[config.mk]
export PLATFORM = sky130hd
export DESIGN_NAME = cks_ctrl
export DESIGN_NICKNAME = d
export VERILOG_FILES = /design/src/hw/rtl/cks_pkg.sv /design/src/hw/rtl/cks_ctrl.sv
export SDC_FILE = /design/constraint.sdc
export NUM_CORES = 1
export LEC_CHECK = 0
export BUFFER_PORTS_ARGS = -buffer_cell sky130_fd_sc_hd__buf_4
export CORE_AREA = 2 2 39 41
export DETAILED_ROUTE_END_ITERATION = 16
export DIE_AREA = 0 0 41 43
export PLACE_DENSITY = 0.4
export SLEW_MARGIN = 15
export SYNTH_ARGS = -nofsm -noshare
export SYNTH_HDL_FRONTEND = slang
export SYNTH_SLANG_ARGS = --single-unit
[constraint.sdc]
create_clock -name i_clk -period 1.7 [get_ports i_clk]
set_input_delay 0 -clock i_clk [delete_from_list [all_inputs] [get_ports i_clk]]
set_output_delay 0 -clock i_clk [all_outputs]
set_load 0.05 [all_outputs]
[src/hw/rtl/cks_pkg.sv]
// ----------------------------------------------------------------------------
// cks_pkg
// shared types and constants of the two-table cuckoo insert block with stash
// ----------------------------------------------------------------------------
package cks_pkg;

    localparam int TABLE_DEPTH  = 4096;
    localparam int TABLE_ADDR_W = $clog2(TABLE_DEPTH);
    localparam int STASH_DEPTH  = 16;
    localparam int STASH_IDX_W  = $clog2(STASH_DEPTH);
    localparam int STASH_CNT_W  = $clog2(STASH_DEPTH + 1);
    localparam int INDEX_BITS   = 20;
    localparam int HASH_W       = 64;
    localparam int BINS_W       = 13;
    localparam int EVICT_W      = 16;

    localparam logic [BINS_W-1:0]  BINS_RESET  = BINS_W'(TABLE_DEPTH);
    localparam logic [EVICT_W-1:0] EVICT_RESET = EVICT_W'(4096);

    // modes
    localparam logic [1:0] MODE_INSERT     = 2'd0;
    localparam logic [1:0] MODE_READ_TABLE = 2'd1;
    localparam logic [1:0] MODE_READ_STASH = 2'd2;

    // result codes
    localparam logic [2:0] ST_PLACED  = 3'd0;
    localparam logic [2:0] ST_STASHED = 3'd1;
    localparam logic [2:0] ST_DROPPED = 3'd2;
    localparam logic [2:0] ST_RD_VAL  = 3'd3;
    localparam logic [2:0] ST_RD_EMP  = 3'd4;

    // register indexes
    localparam logic REG_BINS  = 1'b0;
    localparam logic REG_EVICT = 1'b1;

    typedef struct packed {
        logic [1:0]              mode;
        logic [INDEX_BITS-1:0]   item_index;
        logic [HASH_W-1:0]       hash0;
        logic [HASH_W-1:0]       hash1;
        logic                    read_table;
        logic [TABLE_ADDR_W-1:0] read_slot;
    } t_in;

    typedef struct packed {
        logic [2:0]              status;
        logic                    table_sel;
        logic [TABLE_ADDR_W-1:0] slot;
        logic [EVICT_W-1:0]      evictions;
        logic [INDEX_BITS-1:0]   item_out;
        logic [STASH_CNT_W-1:0]  stash_used;
    } t_out;

    typedef struct packed {
        logic                    valid;
        logic [INDEX_BITS-1:0]   item;
        logic [TABLE_ADDR_W-1:0] alt_bin;
    } t_entry;

    typedef struct packed {
        logic clr;
        logic load;
        logic rd;
        logic eval;
    } t_dp_cmd;

    typedef struct packed {
        logic clr_last;
        logic mod_done;
        logic again;
    } t_dp_st;

endpackage

[src/hw/rtl/cks_ctrl.sv]
// ----------------------------------------------------------------------------
// cks_ctrl
// controller: clearing pass, hash reduction wait, read/evaluate loop
// ----------------------------------------------------------------------------
module cks_ctrl
    import cks_pkg::*;
(
    input  logic       i_clk,
    input  logic       i_rst_n,
    input  logic       i_start,
    input  logic [1:0] i_mode,
    input  t_dp_st     i_st,
    output t_dp_cmd    o_cmd,
    output logic       o_busy
);

    typedef enum logic [2:0] {
        S_CLEAR,
        S_IDLE,
        S_MOD,
        S_READ,
        S_EVAL
    } t_state;

    t_state r_state;
    logic   r_busy;

    always_comb begin
        o_cmd      = '0;
        o_cmd.clr  = (r_state == S_CLEAR);
        o_cmd.load = (r_state == S_IDLE) && i_start;
        o_cmd.rd   = (r_state == S_READ);
        o_cmd.eval = (r_state == S_EVAL);
    end

    always_ff @(posedge i_clk) begin
        if (!i_rst_n) begin
            r_state <= S_CLEAR;
            r_busy  <= 1'b1;
        end else begin
            case (r_state)
                S_CLEAR: begin
                    if (i_st.clr_last) begin
                        r_state <= S_IDLE;
                        r_busy  <= 1'b0;
                    end
                end
                S_IDLE: begin
                    if (i_start) begin
                        r_busy <= 1'b1;
                        if (i_mode == MODE_INSERT) begin
                            r_state <= S_MOD;
                        end else if (i_mode == MODE_READ_TABLE) begin
                            r_state <= S_READ;
                        end else begin
                            r_state <= S_EVAL;
                        end
                    end
                end
                S_MOD: begin
                    if (i_st.mod_done) begin
                        r_state <= S_READ;
                    end
                end
                S_READ: begin
                    r_state <= S_EVAL;
                end
                S_EVAL: begin
                    if (!i_st.again) begin
                        r_state <= S_IDLE;
                        r_busy  <= 1'b0;
                    end else begin
                        r_state <= S_READ;
                    end
                end
                default: begin
                    r_state <= S_IDLE;
                    r_busy  <= 1'b0;
                end
            endcase
        end
    end

    assign o_busy = r_busy;

endmodule

=== Word-level counts from Yosys, hierarchy flattened ===
Cells that the tools add are included.
W data, S select, Z words.

* Bits in latches: 0
* Memories kept: 0
* RAM bits: 0
* Bits in registers: 4
* Bits of input ports: 8
* Logic and storage cells: 29
* ROM bits: 0

* Shift-type cells: 0
* Multiplexer cells: 11
* Add/subtract/negate cells: 0
* Multipliers: 0
* Divide/modulo/power cells: 0
* Reductions and logical operators: 6
* $lt $le $gt $ge: 0
* Bitwise logic cells: 1
* Equal/unequal tests: 9

{| class="wikitable"
|+ Operator list
! operator !! number
|-
| $mux W3 || 5
|-
| $pmux W3 S5 || 1
|-
| $ne A2 B2 Y1 const B || 4
|-
| $eq A3 B2 Y1 const B || 2
|-
| $pmux W1 S4 || 1
|-
| $reduce_and A4 Y1 || 1
|-
| $eq A3 B1 Y1 const B || 1
|-
| $eq A3 B3 Y1 const B || 1
|-
| $logic_not A3 Y1 || 1
|-
| $mux W1 || 3
|-
| $reduce_and A3 Y1 || 1
|-
| $eq A2 B1 Y1 const B || 1
|-
| $logic_not A2 Y1 || 1
|-
| $mux W2 || 1
|-
| $reduce_or A2 Y1 || 1
|-
| $logic_and A1 B1 Y1 || 1
|-
| $not A1 Y1 || 1
|}

=== Depth between registers and ports, before layout ===
Gate-level depths: netlist (run 1).

* Depth in word-level cells: 5
* Mapped depth: 4

=== Worst setup path after synthesis (run 1) ===
OpenSTA, ideal clock, no wires.

* Path type: flip-flop to output port
* From: reg r_state[1]
* To: out o_cmd[1] (netlist bit)
* Arrival time: 1.699 ns
* Buffers on the path: 1
* Cell stages (with the launch flop): 4
* Setup slack: 0.001 ns
* Cells stage by stage: dfxtp_1 -> buf_2 -> inv_1 -> nor3b_1

{| class="wikitable"
|+ RTL lines
! element !! line !! RTL
|-
| start: declaration || cks_ctrl.sv:25 || <nowiki>t_state r_state;</nowiki>
|-
| start signal: assignment || cks_ctrl.sv:38 || <nowiki>r_state <= S_CLEAR;</nowiki>
|-
| start signal: assignment || cks_ctrl.sv:44 || <nowiki>r_state <= S_IDLE;</nowiki>
|-
| start signal: assignment || cks_ctrl.sv:52 || <nowiki>r_state <= S_MOD;</nowiki>
|-
| end: declaration || cks_ctrl.sv:13 || <nowiki>output t_dp_cmd o_cmd,</nowiki>
|}

=== Final worst setup path (run 1) ===
* From: reg r_state[0]
* To: reg r_state[0]

* Word-level cells in the longest chain between the ends: 3
* Elaborated cells on any way between the ends: 10
* Those cells by class: eq/ne (7); mux (1); reduce/logical (2)

{| class="wikitable"
|+ RTL lines
! element !! line !! RTL
|-
| $eq A3 B2 Y1, or another cell as far along || cks_ctrl.sv:41 || <nowiki>case (r_state)</nowiki>
|-
| $ne A2 B2 Y1 (no source line) || n/a ||
|-
| $reduce_and A3 Y1 (no source line) || n/a ||
|}

Several ways; a longest one is shown, not always the timed one.
A chain may end at the register's enable or synchronous reset.

==> results of run 1 <==
## Yosys cell counts (all sizes together)
| library cell | n | area share |
|---|---|---|
| and2 | 1 | 0.022 |
| nand2b | 1 | 0.022 |
| and3b | 1 | 0.030 |
| inv | 1 | 0.013 |
| o21ai | 3 | 0.052 |
| dfxtp | 4 | 0.28 |
| nand4bb | 1 | 0.039 |
| o21a | 1 | 0.026 |
| nor3b | 2 | 0.052 |
| a21boi | 1 | 0.026 |
| buf | 3 | 0.052 |
| o221ai | 1 | 0.052 |
| a21oi | 2 | 0.035 |
| nor2 | 3 | 0.039 |
| nor3 | 2 | 0.035 |
| nand3b | 1 | 0.026 |
| and4bb | 1 | 0.043 |
| nor4b | 1 | 0.052 |
| nor2b | 1 | 0.022 |
| o311ai | 1 | 0.030 |
| mux2 | 1 | 0.052 |
## worst max-delay path, delay by kind of cell, from the launching register on
family	cells	cell delay, ps
mux	1	340
compound gates	2	310
flops	1	520
## worst paths after layout
kind                            cells after the start  slack [ps]                       to                     from
worst min-delay path                                3          60  r_state[0]$_SDFFE_PN0P_                i_mode[0]
worst min register to register                      2         580      o_busy$_SDFFE_PN1P_      o_busy$_SDFFE_PN1P_
worst max-delay path                                3         400  r_state[0]$_SDFFE_PN0P_  r_state[0]$_SDFFE_PN0P_
worst max register to register                      3         400  r_state[0]$_SDFFE_PN0P_  r_state[0]$_SDFFE_PN0P_
## stage by stage
| step | power (uW) | utilization | instance area (sq um) |
|---|---|---|---|
| 5_1_grt | 434 | 0.300 | 415 |
| 4_1_cts | 417 | 0.300 | 415 |
| 2_1_floorplan | 249 | - | 288 |
| 6_report | 411 | 0.300 | 415 |
| 3_3_place_gp | 295 | 0.277 | 383 |
| 3_5_place_dp | 295 | 0.277 | 383 |
## timing repair
item                                   in CTS  in global routing
hold buffers                                1                  0
endpoints found under the hold margin       1                  0
setup endpoints to repair                   0                  0
gates resized for setup                     0                  0
## routing by layer
metal  up-vias  global-route usage  share of wire
met5         -                   0              0
met2        19               0.109           0.49
met4         0              0.0400              0
met3         0              0.0471           0.11
met1       136               0.113           0.39
li1        148                   -              -
## cells by family (layout without fill, tap and decap cells)
logic type | count (synthesis) | in the layout | share of synthesized area
AND/OR/NAND/NOR | 15 | 15 | 0.383
AO/OA/AOI/OAI | 9 | 9 | 0.222
flip-flops | 4 | 4 | 0.278
buffers and inverters | 4 | 17 | 0.0652
multiplexers | 1 | 1 | 0.0522
## area by class of cell
cell class | instances | area [sq um] | area share
multi-input cells | 25 | 189 | 0.455
repair buffers | 13 | 100 | 0.241
flip-flops and latches | 4 | 80.1 | 0.193
clock buffers | 3 | 22.5 | 0.0542
well taps | 16 | 20.0 | 0.0482
inverters | 1 | 3.75 | 0.00904
## state kept, by name, summed over array words and instances (netlist names)
register / cells
r_state: 3
o_busy: 1
## power groups by stage
stage                     sequential, uW  combinational, uW  clock [uW]
final                                134                162         115
after CTS                            133                163         120
after global placement               134                161           0
after detailed placement             134                161           0
after global routing                 137                171         127
after floorplan                      133                116           0
==> results.txt, run 1 <==
The largest individual stage delay along the critical path comes from the cell sky130_fd_sc_hd__dfxtp_1. The minimum setup slack in the final design came out at 401 ps. The worst vdd rail ir drop came out at roughly 0.45 mV. The die boundary height came out at approximately 43 um. The total inserted antenna cells is 0. The data arrival time of the critical path is 1410 ps.

The number of endpoints with negative hold slack in the final report is 0. The run finished with clean final reports. Including well taps, the total number of placed cells is between 50 and 60. The library cells used most frequently in the layout, excluding fill and tap cells, are sky130_fd_sc_hd__buf_4 (12), sky130_fd_sc_hd__dfxtp_1 (4), sky130_fd_sc_hd__nor2_1 (3), sky130_fd_sc_hd__clkbuf_4 (3). In the final design database the tool counted 56 nets. The highest attainable clock frequency came out at approximately 770 MHz. Across all layers, the routed design uses 303 vias. The cell area after technology mapping came out at approximately 290 sq um.

The non-filler instance count after layout is 62. Row generation in the floorplan step produced 14 rows. The wire length of the first global-routing pass came out at ~1000 um. Of the cells placed in the final design, the portion with a size suffix greater than 1 is 0.413. The path class of the tightest hold or removal check is in2reg.

The detailed-placement wirelength estimate came out at between 500 and 600 um. The CTS buffer count came out at 3. The number of setup violations in the final report is 0. The required time of the worst setup path came out at around 1800 ps. The largest net degree at the start of global routing came out at 14. The clock sink count came out at 4. The die is 41 um wide. The internal power summed over all cells came out at between 200 and 300 uW.

The port buffer count came out at 12. The number of cells produced by synthesis is 33. The net switching component of the power came out at approximately 150 uW.

The via count of the first global-routing pass is about 240. The number of maximum-capacitance constraint violations came out at 0. Hold timing on the final database bottoms out at a slack of ~60 ps. The number of distinct library cell variants in the gate-level netlist after synthesis is 22.

The total power per unit cell area came out at ~990 mW/mm^2. The area overhead of the layout relative to synthesis came out at 44.3%. The worst setup path is captured at a flip-flop. The fraction of power consumed by sequential logic came out at 0.325.

The core region area came out at between 0.001 and 0.0015 sq mm. The via-per-instance ratio is just under 5. The wire length per cell came out at 11.0 um. The number of max-slew violations in the final report came to 0.

The post-synthesis net count came out at around 40. The clock slew seen by the registers of the worst setup and hold paths is 40 ps. The final period demand of the worst path is 1300 ps. The tree is rooted in a sky130_fd_sc_hd__clkbuf_4. The leakage component of the power is approximately 0.00016 uW. The remaining antenna violation count came out at 0. The transition time at the pin with the least slew margin came out at 379 ps.

The later-pin clock latency in the skew report came out at ~230 ps. The accumulated negative setup slack came out at 0 ps. The post-detailed-route DRC marker count is 0. By startpoint and endpoint, the worst setup path is classified as reg2reg. Of the total power, combinational logic draws 0.394. The filler cell count came out at 155. The net switching fraction of the power came out at 0.373. The top-level I/O count came out at 13. The post-CTS repair timing setup buffer count came out at 0. The final worst clock skew came out at approximately 2.3 ps. The most common cell after layout, fill and taps aside is sky130_fd_sc_hd__buf_4. STA classifies the critical path startpoint as a flip-flop.

The synthesized area per cell came out at ~8.7 sq um. The number of antenna violations at the first check in global routing came out at 0. The residual overflow from global routing is 0.

The sequential-to-total area share from yosys stat came out at 0.278. Measured against its own limit, the worst slew margin works out to 0.747. The flip-flop and latch count after synthesis is 4. Setup repair after global routing left no endpoint under its margin.

In this run the number of H-tree levels came out at 1. TritonCTS built the clock tree. The maximum fanout along the worst path came out at 13.

The clock share of power is 0.281. For this run, the detailed router's first-pass iteration total came to 4. On the worst path, the slowest cell contributes a delay of roughly 520 ps. The pre-CTS setup slack is 413 ps.

The Yosys step of the flow raised 0 warnings. The final period utilization came out at 0.764. The signal on the critical path passes through mux2_4 -> o221ai_2 -> o21ai_0.

The starting utilization of the core area came out at 0.208. The final RePlAce weighted congestion came out at around 0.68. In the global route stage, overall resource usage came out at 0.0855. In this run the deepest clock path goes through 2 buffers. After detailed routing, the total wire length is roughly 700 um.

After the first detailed-routing iteration, the DRC count stood at 1. The floorplan die area came out at roughly 0.0018 sq mm.
Power figures use the tool's default switching activity.
==> run 2: changes to the inputs <==
--- a/config.mk
+++ b/config.mk
@@ -9,7 +9,7 @@
 export CORE_AREA = 2 2 39 41
 export DETAILED_ROUTE_END_ITERATION = 16
 export DIE_AREA = 0 0 41 43
-export PLACE_DENSITY = 0.4
+export PLACE_DENSITY = 0.41
 export SLEW_MARGIN = 15
 export SYNTH_ARGS = -nofsm -noshare
 export SYNTH_HDL_FRONTEND = slang
==> constraint.sdc (replaced) <==
create_clock -name i_clk -period 1 [get_ports i_clk]
set_input_delay 0 -clock i_clk [delete_from_list [all_inputs] [get_ports i_clk]]
set_output_delay 0 -clock i_clk [all_outputs]
set_load 0.05 [all_outputs]
==> run 2 against run 1 <==
Compared with the run above:
- the run now ends with negative setup slack left
- cell count rose by 18%
- worst setup slack got worse by 510 ps
- sequential cell count is the same
- wire length increased by 29%
- sequential share of layout area decreased by 4.0 points
- largest power group unchanged
- clock power is 67% higher
- critical path depth is the same
==> results.txt, run 2 (synthesis gave the netlist of run 1 again) <==
The number of cells in the design after placement came to 65 (+12%). The number of max-slew violations in the final report is 0 (unchanged). The internal power summed over all cells was 562 uW (+120%). The transition time at the pin with the least slew margin is 237 ps (-142 ps). The category of cells accounting for the largest share of critical-path delay is flip-flops. The start point of the worst hold path is i_rst_n. The CTS buffer count is 3 (unchanged). The via count of the first global-routing pass came out at 378 (+55%).

The maximum level of the CTS H-tree was 1 (unchanged). The part of the total power dissipated in combinational logic came out at 0.532 (+0.138). The number of setup violations in the final report was 8 (+8). STA classifies the critical path endpoint as a primary output. The flow ran to the end, but the final reports show violations. The area of placed instances is 462 sq um (+21%). The wire length of the first global-routing pass came out at 1480 um (+47%). The later-pin clock latency in the skew report is 230 ps (about the same).

The most critical setup path has its startpoint at r_state[0]$_SDFFE_PN0P_. The number of DRC markers in iteration 0 came out at 4 (+3). The category of the critical setup timing path is reg2out. The classification of the worst-slack hold path is in2reg. The number of buffers on the longest clock path is 2 (unchanged).

The top-level I/O count came to 13 (unchanged). The detailed-placement wirelength estimate is 633 um (+24%). The fraction of power consumed by sequential logic came out at 0.248 (-0.077). The die boundary height is 43 um (unchanged). The required time of the worst setup path is 1000 ps (-810 ps).

The remaining antenna violation count came out at 0 (unchanged). The minimum setup slack in the final design came to -105 ps (-506 ps). The clock share of power is 0.220 (-0.061). The worst-case register-to-register setup slack came to -70 ps (-470 ps). Of the available clock period, the critical path in the final layout requires 1.10. The most common cell after layout, fill and taps aside is sky130_fd_sc_hd__buf_4. The net switching fraction of the power came out at 0.357 (-0.0169). The startpoint identified for the worst register-to-register timing path is r_state[0]$_SDFFE_PN0P_. The total power per unit cell area is 1440 mW/mm^2 (+46%). The worst vdd rail ir drop is 0.614 mV (+37%). The sum of buffers and inverters on the critical path was 2 (+2). The startpoint type of the worst setup path is a flip-flop.

The delay of the slowest critical-path stage is 360 ps (-160 ps). The total inserted antenna cells came out at 0 (unchanged). The worst slew slack as a fraction of its limit came out at 0.839 (+0.0922). The first-pass iteration count of the detailed router came out at 2 (-2). The number of antenna violations at the first check in global routing came out at 0 (unchanged).

The library cells used most frequently in the layout, excluding fill and tap cells, are sky130_fd_sc_hd__buf_4 (13), sky130_fd_sc_hd__buf_6 (10), sky130_fd_sc_hd__clkbuf_4 (3), sky130_fd_sc_hd__dfxtp_4 (3), sky130_fd_sc_hd__nor2_1 (2). The total track usage is 0.123 (+0.0371). The accumulated negative setup slack is -535 ps (-535 ps). The leakage component of the power came out at 0.000251 uW (+52%).

The share of layout cells above drive strength 1 is 0.754 (+0.341). Setup repair after global routing could not meet its margin everywhere. The post-detailed-route DRC marker count came out at 0 (unchanged). The via count is 350 (+16%). The area overhead of the layout relative to synthesis came out at 111%. Walking the worst path, the cells encountered are buf_6 -> and4bb_2 -> buf_6. By instance count, the cell type seen most on the critical path is sky130_fd_sc_hd__buf_6. The number of endpoints with negative hold slack in the final report is 0 (unchanged). Static timing analysis puts the maximum clock frequency at approximately 910 MHz.

The maximum fanout along the worst path came to 6 (-7). The final design area excluding fillers came out at 607 sq um (+46%). The final period demand of the worst path is between 1000 and 1500 ps. The number of cell rows came out at 14 (unchanged). r_state holds more flip-flops than any other register. The die width is 41 um (unchanged). The port buffer count came out at 12 (unchanged). The routed wire length is 880 um (+29%). The clock sink count came out at 4 (unchanged).

The final worst clock skew is 1.16 ps (-1.15 ps). The flip-flop count of the largest register after layout is 3 (unchanged). The residual overflow from global routing came to 0 (unchanged). The number of maximum-capacitance constraint violations is 0 (unchanged).

The starting utilization of the core area is 0.208 (unchanged). The final RePlAce weighted congestion came to 0.742 (+9.2%). The via-per-instance ratio is 4.79 (-1.9%).

The data arrival time of the critical path is 1100 ps (-310 ps). TritonCTS built the clock tree. The clock slew seen by the registers of the worst setup and hold paths is 40 ps (about the same). The net switching component of the power was 312 uW (+100%). In this run the clock root is driven by a sky130_fd_sc_hd__clkbuf_4. The final reports fail on negative setup slack.

The cell with the biggest individual delay on the critical path is sky130_fd_sc_hd__dfxtp_4. The largest net degree at the start of global routing came out at 7 (-7). The non-filler instance count after layout came out at 73 (+18%).

The net count reported at finish is 67 (+20%). The floorplan die area came out at 0.00176 sq mm (unchanged). The core region area is 0.00138 sq mm (unchanged). The wire length per cell came to 12.1 um (+9.4%). The pre-CTS setup slack is -85.0 ps (-498 ps).
## run 2: cell count changes in the layout (fill, tap and decap cells not counted), sizes merged
| cell | previous run | this run |
|---|---|---|
| buf | 12 | 24 |
| dlygate4sd3 | 1 | 0 |
## run 2: path summary, 6_finish.rpt
| kind | to | cells after the start |
|---|---|---|
| max | o_cmd[2] | 3 |
| min | o_busy$_SDFFE_PN1P_ | 2 |
| max reg2reg | r_state[1]$_SDFFE_PN0P_ | 5 |
| min reg2reg | r_state[2]$_SDFFE_PN0P_ | 2 |
## run 2: what timing repair did
action                     CTS  global route
setup endpoints to repair    8             8
hold buffers                 0             0
setup buffers                4             1
gates resized for setup     18             7
pin swaps                    3             3
## run 2: layout make-up
cell class	instances	area, sq um
Fill cell	123	777
Multi-Input combinational cell	25	243
Timing Repair Buffer	24	225
Sequential cell	4	92.6
Clock buffer	3	22.5
Tap cell	16	20.0
Inverter	1	3.75
## run 2: metal layers
metal	global-route usage	share of wire
met5	0	0
met4	0.0667	0
met3	0.0314	0.057
met2	0.206	0.60
met1	0.129	0.35
## run 2: power by group through the flow
stage | Clock (uW) | Sequential, uW | Combinational [uW]
global route | 215 | 219 | 491
global placement | 0 | 213 | 358
floorplan | 0 | 229 | 222
CTS | 201 | 215 | 439
finish | 192 | 217 | 465
detailed placement | 0 | 216 | 361
## run 2: worst reg2reg max path, stage by stage (launching register included)
cell and delay, ps:
sky130_fd_sc_hd__dfxtp_4 350, sky130_fd_sc_hd__buf_6 130, sky130_fd_sc_hd__buf_6 110, sky130_fd_sc_hd__nand3b_1 160, sky130_fd_sc_hd__a21oi_2 140, sky130_fd_sc_hd__o21a_1 120
## run 2: through the flow
stage / power, uW / hold WS [ps] / utilization
3_5_place_dp: 576 / 242 / 0.334
3_3_place_gp: 571 / 228 / 0.334
5_1_grt: 926 / 20.8 / 0.439
4_1_cts: 856 / 8.90 / 0.414
6_report: 874 / 24.8 / 0.439
2_1_floorplan: 452 / 78.3 / -
==> run 3: changes to the inputs <==
==> constraint.sdc (replaced) <==
create_clock -name i_clk -period 1 [get_ports i_clk]
set_input_delay 0 -clock i_clk [delete_from_list [all_inputs] [get_ports i_clk]]
set_output_delay 0 -clock i_clk [all_outputs]
set_load 0.1 [all_outputs]
==> run 3 against run 2 <==
Compared with the run above:
- the run still ends with negative setup slack left
- via count fell by 0.29%
- maximum frequency fell by 5.2%
- critical path depth rose by 1
- critical endpoint is now r_state[2]$_SDFFE_PN0P_
- largest cell class is now buffers
- highest routed layer unchanged
==> results.txt, run 3 (synthesis gave the netlist of run 1 again) <==
The largest individual stage delay along the critical path comes from the cell sky130_fd_sc_hd__dfxtp_2. The via count of the first global-routing pass is 334 (-12%). The via count came to 349 (-0.29%). The number of cell rows is 14 (unchanged). The via-per-instance ratio came out at 4.65 (-2.9%).

The number of maximum-capacitance constraint violations came to 0 (unchanged). The library cell used most frequently in the layout, excluding fill and tap cells, is sky130_fd_sc_hd__buf_4. The worst vdd rail ir drop is 0.685 mV (+12%).

The final RePlAce weighted congestion was 0.705 (-4.9%). The clock sink count was 4 (unchanged). The floorplan die area is 0.00176 sq mm (unchanged).

The number of DRC markers in iteration 0 is 1 (-3). The data arrival time of the critical path is 1280 ps (+180 ps). The top-level I/O count is 13 (unchanged). The net count reported at finish is 68 (+1.5%). The remaining antenna violation count is 0 (unchanged). The run finished, with violations left.

The die boundary height is 43 um (unchanged). The non-filler instance count after layout is 75 (+2.7%). The CTS buffer count is 3 (unchanged). The later-pin clock latency in the skew report came out at 230 ps (about the same).

The leakage component of the power is 0.000260 uW (+3.9%). In the layout the commonest cells are sky130_fd_sc_hd__buf_4 (14), sky130_fd_sc_hd__buf_6 (6), sky130_fd_sc_hd__buf_12 (4), sky130_fd_sc_hd__clkbuf_4 (3), sky130_fd_sc_hd__dfxtp_4 (3). The required time of the worst setup path is 1110 ps (+110 ps). The post-detailed-route DRC marker count is 0 (unchanged). The number of cells in the design after placement came out at 64 (-1.5%). The highest attainable clock frequency was 858 MHz (-5.2%). The detailed-placement wirelength estimate is 686 um (+8.3%).

The residual overflow from global routing is 0 (unchanged). The wire length of the first global-routing pass is 1430 um (-3.3%). The number of endpoints with negative hold slack in the final report was 0 (unchanged). The number of max-slew violations in the final report came out at 0 (unchanged). The number of antenna violations at the first check in global routing is 0 (unchanged).

The cell at the root of the clock tree is sky130_fd_sc_hd__clkbuf_4. The final period utilization is 1.17 (+0.0611). The startpoint type of the worst setup path is a flip-flop.

Setup repair after global routing could not meet its margin everywhere. The signal on the critical path passes through buf_4 -> mux2_4 -> o221ai_4 -> nor4b_2. The maximum fanout along the worst path came out at 3 (-3). The port buffer count was 12 (unchanged). The share of layout cells above drive strength 1 is 0.712 (-0.0425). The critical path is of the reg2reg type. The die width is 41 um (unchanged). The final period demand of the worst path came out at 1170 ps (+61.1 ps). The routed wire length is 954 um (+8.4%). The category of cells accounting for the largest share of critical-path delay is flip-flops. The register with the most flip-flops in the final layout is r_state. The worst setup path is captured at a flip-flop.

The first-pass iteration count of the detailed router came out at 2 (unchanged). The final worst clock skew was 5.61 ps (+4.45 ps). The wire length per cell is 12.7 um (+5.5%).

The total inserted antenna cells was 0 (unchanged). The maximum level of the CTS H-tree is 1 (unchanged). The total track usage is 0.121 (-0.00201).

The flip-flop count of the largest register after layout came out at 3 (unchanged). The path class of the tightest hold or removal check is in2reg. The largest net degree at the start of global routing is 11 (+4). The number of setup violations in the final report is 7 (-1).

The sum of buffers and inverters on the critical path is 1 (-1). The minimum setup slack in the final design is -166 ps (-61.1 ps). The clock slew seen by the registers of the worst setup and hold paths is 40 ps (about the same). The starting utilization of the core area came out at 0.208 (unchanged).

The accumulated negative setup slack is -865 ps (-331 ps). The number of buffers on the longest clock path is 2 (unchanged). The worst slew slack as a fraction of its limit came out at 0.799 (-0.0398). The final reports fail on negative setup slack. The delay of the slowest critical-path stage is 320 ps (-40 ps). Compared with the post-synthesis result, the final layout area differs by 124%.

TritonCTS built the clock tree. The core region area came out at 0.00138 sq mm (unchanged). The transition time at the pin with the least slew margin was 298 ps (+60.8 ps). The total power per unit cell area is 1640 mW/mm^2 (+14%).
[run 3: final timing paths]
path,depth (start not counted),slack [ps],to,startpoint
worst min-delay path,3,110,r_state[0]$_SDFFE_PN0P_,i_st[1]
worst max register to register,4,-170,r_state[2]$_SDFFE_PN0P_,r_state[0]$_SDFFE_PN0P_
worst max-delay path,4,-170,r_state[2]$_SDFFE_PN0P_,r_state[0]$_SDFFE_PN0P_
worst min register to register,2,570,r_state[2]$_SDFFE_PN0P_,r_state[2]$_SDFFE_PN0P_
[run 3: what timing repair did]
item / 4_1_cts / 5_1_grt
resized for setup: 20 / 8
buffers inserted: 2 / 4
setup endpoints to repair: 8 / 8
pin swaps: 3 / 4
endpoints found under the hold margin: 0 / 1
hold buffers: 0 / 1
[run 3: through the flow]
step | util | cell area (sq um) | setup WS [ps] | total power (uW) | hold slack [ps]
6_report | 0.466 | 644 | -166 | 1060 | 108
5_1_grt | 0.466 | 644 | -208 | 1120 | 117
4_1_cts | 0.422 | 584 | -202 | 1040 | 12.7
3_5_place_dp | 0.333 | 460 | -205 | 694 | 242
3_3_place_gp | 0.333 | 460 | -171 | 687 | 241
2_1_floorplan | - | 339 | -311 | 580 | 77.6
[run 3: metal layers]
metal  track usage  vias to the layer above  share of wire
li1              -                      175              -
met1         0.129                      168           0.38
met2         0.203                        6           0.59
met3        0.0314                        0          0.029
met4        0.0600                        0              0
met5             0                        -              0
[run 3: power by group]
part	internal [uW]	leakage, uW	switching [uW]
combinational	283	0.000211	342
sequential	186	0.0000349	29.7
clock	150	0.0000150	65.6
total	619	0.000260	437
[run 3: cell type report]
class                           count  area [sq um]
Tap cell                           16          20.0
Sequential cell                     4          92.6
Fill cell                         134           739
Clock buffer                        4          26.3
Timing Repair Buffer               25           263
Inverter                            1          6.26
Multi-Input combinational cell     25           236
[run 3: worst min-delay path, delay by kind of cell]
family,cells,cell delay (ps)
AO/OA/AOI/OAI,2,220
buffers and inverters,1,90
